**src/rtl/segment_partition_dp_hull_defines.svh**
```systemverilog
// Assertion macros for the partition block.
`ifndef SEGMENT_PARTITION_DP_HULL_DEFINES_SVH
`define SEGMENT_PARTITION_DP_HULL_DEFINES_SVH
`ifndef SYNTH
`define SPH_ASSERT(lbl, clk, rst_n, prop, msg) \
	lbl: assert property (@(posedge clk) disable iff (!rst_n) prop) else $error(msg);
`define SPH_ASSERT_RST(lbl, clk, prop, msg) \
	lbl: assert property (@(posedge clk) prop) else $error(msg);
`else
`define SPH_ASSERT(lbl, clk, rst_n, prop, msg)
`define SPH_ASSERT_RST(lbl, clk, prop, msg)
`endif
`endif

```
**src/rtl/sph_pkg.sv**
```systemverilog
`default_nettype none
package sph_pkg;
	localparam int PREFIX_W = 18;
	localparam int SLOPE_W  = 30;
	localparam int SCORE_W  = 64;
	localparam int CFG_W    = 32;
	localparam int CFG_IDX_W = 2;
	localparam logic [CFG_IDX_W-1:0] REG_QUAD  = 2'd0;
	localparam logic [CFG_IDX_W-1:0] REG_LIN   = 2'd1;
	localparam logic [CFG_IDX_W-1:0] REG_CONST = 2'd2;

	typedef struct packed {
		logic [7:0] item_value;
		logic       seq_last;
	} in_item_t;

	typedef struct packed {
		logic [SCORE_W-1:0] best_score;
		logic               score_last;
	} out_item_t;

	// multiplier unit operation
	typedef struct packed {
		logic        start;
		logic [63:0] a;
		logic [63:0] b;
	} mul_req_t;
endpackage
`default_nettype wire

```
**src/rtl/sph_mul.sv**
```systemverilog
`default_nettype none
`include "segment_partition_dp_hull_defines.svh"
// Shared 64x64 multiplier, one 32x32 partial product per cycle.
// Gives the full 128-bit unsigned product; callers take what they need.
module sph_mul (
	input  wire logic clk,
	input  wire logic arst_n,
	input  wire sph_pkg::mul_req_t req,
	output logic [127:0] prod,
	output logic done
);
	import sph_pkg::*;
	logic [63:0] a_q, b_q;
	logic [127:0] acc_q;
	logic [1:0] step_q;
	logic busy_q;
	logic [63:0] pp;
	logic [31:0] pa, pb;

	assign pa = step_q[0] ? a_q[63:32] : a_q[31:0];
	assign pb = step_q[1] ? b_q[63:32] : b_q[31:0];
	assign pp = {32'd0, pa} * {32'd0, pb};

	always_ff @(posedge clk or negedge arst_n) begin
		if (!arst_n) begin
			busy_q <= 1'b0;
			step_q <= 2'd0;
			done <= 1'b0;
		end else begin
			done <= 1'b0;
			if (req.start) begin
				busy_q <= 1'b1;
				step_q <= 2'd0;
			end else if (busy_q) begin
				step_q <= step_q + 2'd1;
				if (step_q == 2'd3) begin
					busy_q <= 1'b0;
					done <= 1'b1;
				end
			end
		end
	end

	always_ff @(posedge clk) begin
		if (req.start) begin
			a_q <= req.a;
			b_q <= req.b;
			acc_q <= '0;
		end else if (busy_q) begin
			acc_q <= acc_q + ({64'd0, pp} << {step_q[1], 5'd0} << {step_q[0], 5'd0});
		end
	end
	assign prod = acc_q;

	`SPH_ASSERT(a_done_pulse, clk, arst_n, done |=> !done, "done longer than one cycle")
	`SPH_ASSERT(a_no_restart, clk, arst_n, busy_q |-> !req.start, "restart while busy")
	`SPH_ASSERT_RST(a_rst_idle, clk, !arst_n |=> !done, "done during reset")
endmodule
`default_nettype wire

```
**config.mk**
```make
export PLATFORM = sky130hd
export DESIGN_NAME = sph_mul
export DESIGN_NICKNAME = d
export VERILOG_FILES = /design/src/rtl/sph_pkg.sv /design/src/rtl/sph_mul.sv
export VERILOG_INCLUDE_DIRS = /design/src /design/src/rtl
export SDC_FILE = /design/constraint.sdc
export NUM_CORES = 2
export LEC_CHECK = 0
export ABC_AREA = 1
export BUFFER_PORTS_ARGS = -buffer_cell sky130_fd_sc_hd__buf_2
export CORE_MARGIN = 2
export CORE_UTILIZATION = 40
export DETAILED_ROUTE_END_ITERATION = 16
export HOLD_SLACK_MARGIN = 0.1
export PLACE_DENSITY = 0.57
export SLEW_MARGIN = 20
export SYNTH_ARGS = -nofsm -noshare
export SYNTH_HDL_FRONTEND = slang
export SYNTH_SLANG_ARGS = --single-unit
```
**constraint.sdc**
```tcl
create_clock -name clk -period 20.5 [get_ports clk]
set_clock_uncertainty 0.1 [all_clocks]
set_input_delay 4.1 -clock clk [delete_from_list [all_inputs] [get_ports clk]]
set_output_delay 4.1 -clock clk [all_outputs]
set_load 0.01 [all_outputs]
```
==> impl_metrics.tcl <==
set metrics [dict create \
    critical_path_required_ps 20940 \
    synth_common_cells "nand2_1 (1535), inv_1 (1532), nor2_1 (1157), fa_1 (897), ha_1 (391)" \
    first_global_vias 52987 \
    seq_area_frac_synth_pct 11.9 \
    drt_iter0_drc 4373 \
    grt_setup_unrepaired "false" \
    max_freq_ghz 0.0776 \
    finalSetupTns_ps 0 \
    relSlewSlack_pct 25.4 \
    cts_resized 0 \
    slowest_stage "dfrtp_4" \
    rrSetupSlack_ps 7620 \
    syn_area_um2 54800 \
    wl_um 240000 \
    maxCapViolCount 0 \
    clk_latency_ps 640 \
    finalSetupViolCount 0 \
    wl_per_cell_um 25.3 \
    slew_viol_final 0 \
    hold_violations 0 \
    synth_edf_count 128 \
    reg2reg_depth 42 \
    hold_buffers 0 \
    numPortBuffers 259 \
    fillers 14243 \
    gp_congestion 0.997 \
    status "completed" \
    cpPeakStageDelay_ps 760 \
    r2r-end "prod[76]" \
    synth_top_area_share_pct 32.8 \
    endpoint_kind "flip-flop" \
    drc_errors 0 \
    fin_nets 9088 \
    yosysUniqueCellTypes 53 \
    initial_core_util_pct 40.4 \
    synth_top_cell_by_area "fa_1" \
    syn_nets 8949 \
    pin_count 260 \
    hp-start "prod[0]" \
    whs_path_depth 2 \
    hp-class "reg -> reg" \
    layout-drive-gt1-share_pct 8.05 \
    post_cts_buffers 0 \
    die_w_um 374 \
    fin_crit_sh_pct 62.8 \
    ys_async_sr_fraction_pct 1.54 \
    synth_area_leaders "fa_1 (33%), nand2_1 (11%), inv_1 (10%)" \
    ff_latch_area_um2 6520 \
    die_h_um 374 \
    cts-root-buf "clkbuf_16" \
    path_clk_slew_ps 60 \
    clock-sinks 260 \
    r2r-start "step_q[0]" \
    first_pass_iters 9 \
    grt_max_degree 100 \
    synthFlopType "edfxtp_1" \
    core.rowCount 135 \
    cts_tree "yes" \
    yosys_warnings 0 \
    grt_use_total_pct 34.3 \
    synth_most_common_cell "nand2_1" \
    cts_buffer_depth 3 \
    postRouteAntennaNets 0 \
    grt_pass1_wl_um 351000 \
    area_delta_synth_final_pct 8.70 \
    cts_buffers 38 \
    dpl.hpwl_um 203000 \
    synth-seq-cells 260 \
    htree_levels 2 \
    avgSynthCellArea_um2 7.28 \
    num_vias 51125 \
    worstMarginPinSlew_ps 1110 \
    timing.hold.ws_ps 398 \
    dieArea_um2 140000 \
    coreArea_um2 136000 \
    multi_input_area_um2 41800 \
    cp-start-kind "flip-flop" \
    min_period_ps 12880 \
    grt_remaining_overflow 0 \
    cp.arrival_ps 13320 \
    synth_cells 7530 \
    antenna_found_initial 7 \
    hold_path_end "prod[0]" \
    cp_max_fo 39 \
    vias_per_cell 5.39 \
    worstSetupPathType "reg -> reg" \
]
how the worst max path moves through the flow:
stage / startpoint / to / slack (ps)
2_1_floorplan: step_q[1] / prod[84] / 11420
3_3_place_gp: step_q[0] / prod[76] / 7130
3_5_place_dp: step_q[1] / prod[76] / 7860
4_1_cts: step_q[1] / prod[76] / 7810
5_1_grt: step_q[1] / prod[76] / 7260
6_report: step_q[0] / prod[76] / 7620
kinds of logic (layout without fill, tap and decap cells):
kind of cell / Yosys count / count (layout) / share of synthesized area, %
AO/OA/AOI/OAI: 897 / 897 / 9.11
XOR/XNOR: 99 / 99 / 1.58
adder cells (fa/ha/maj): 1288 / 1288 / 41.7
buffers and inverters: 1812 / 1980 / 12.4
flip-flops: 260 / 260 / 11.9
other: 0 / 7 / 0
AND/OR/NAND/NOR: 3174 / 3174 / 23.3
layout by cell type, fill, tap and decap left out, types with 5 or more instances in the layout:
| cell | instances |
|---|---|
| nand2_1 | 1534 |
| inv_1 | 1529 |
| nor2_1 | 1157 |
| fa_1 | 897 |
| ha_1 | 391 |
| a21oi_1 | 343 |
| o21ai_0 | 285 |
| buf_2 | 258 |
| nand3_1 | 232 |
| edfxtp_1 | 128 |
| dfxtp_1 | 128 |
| buf_4 | 82 |
| xor2_1 | 73 |
| or2_2 | 72 |
| nor3_1 | 62 |
| o21ai_2 | 48 |
| o21bai_1 | 47 |
| o21ai_1 | 43 |
| clkbuf_16 | 39 |
| nand4_1 | 35 |
| a21o_1 | 29 |
| nand2_2 | 28 |
| clkinv_1 | 27 |
| xnor2_1 | 25 |
| o21a_1 | 20 |
| o211ai_1 | 18 |
| nor2_2 | 17 |
| a31oi_1 | 16 |
| inv_2 | 12 |
| o221ai_1 | 12 |
| nor4_1 | 10 |
| o21ai_4 | 9 |
| diode_2 | 7 |
| or2_1 | 7 |
| a21oi_2 | 7 |
| clkbuf_1 | 7 |
| clkinv_2 | 6 |
| and2_1 | 5 |
registers in the layout, indices dropped and copies added (netlist names):
name	cells
b_q	64
busy_q	1
a_q	64
prod	128
done	1
step_q	2
critical path, delay by kind of cell (launching register included):
family          cells  cell delay (ps)
flops               1              760
fa+ha+maj          10             4980
xor+xnor            1              630
compound gates      6             1440
simple gates       14             2810
buf+inv            11             1930
routing by layer:
| metal | routed length, µm | vias up | share of wire (%) | track usage [%] |
|---|---|---|---|---|
| met2 | 114000 | 2091 | 48 | 58.0 |
| met5 | 0 | - | 0 | 0 |
| met4 | 15600 | 0 | 6.5 | 18.5 |
| met3 | 15000 | 545 | 6.3 | 3.89 |
| met1 | 95200 | 25347 | 40 | 43.0 |
| li1 | - | 23142 | - | - |
through the flow:
stage / util, % / std cells / setup WS (ps) / instance area (µm²)
2_1_floorplan: - / 7530 / 11420 / 54800
3_3_place_gp: 42.9 / 9409 / 7130 / 58300
3_5_place_dp: 43.0 / 9410 / 7860 / 58300
4_1_cts: 43.9 / 9479 / 7810 / 59600
5_1_grt: 43.9 / 9479 / 7260 / 59600
6_report: 43.9 / 9486 / 7620 / 59600
area by class of cell:
cell class                      count  share of cell area, %
Tap cell                         1781                   3.74
Clock buffer                       50                   1.77
Timing Repair Buffer              342                   3.24
Multi-Input combinational cell   5458                   70.1
Sequential cell                   260                   10.9
Clock inverter                     19                  0.307
Antenna cell                        7                 0.0294
Inverter                         1569                   9.89
Power is not shown: default switching activity piles up to over one toggle a cycle in this logic, so the estimate is an artifact.
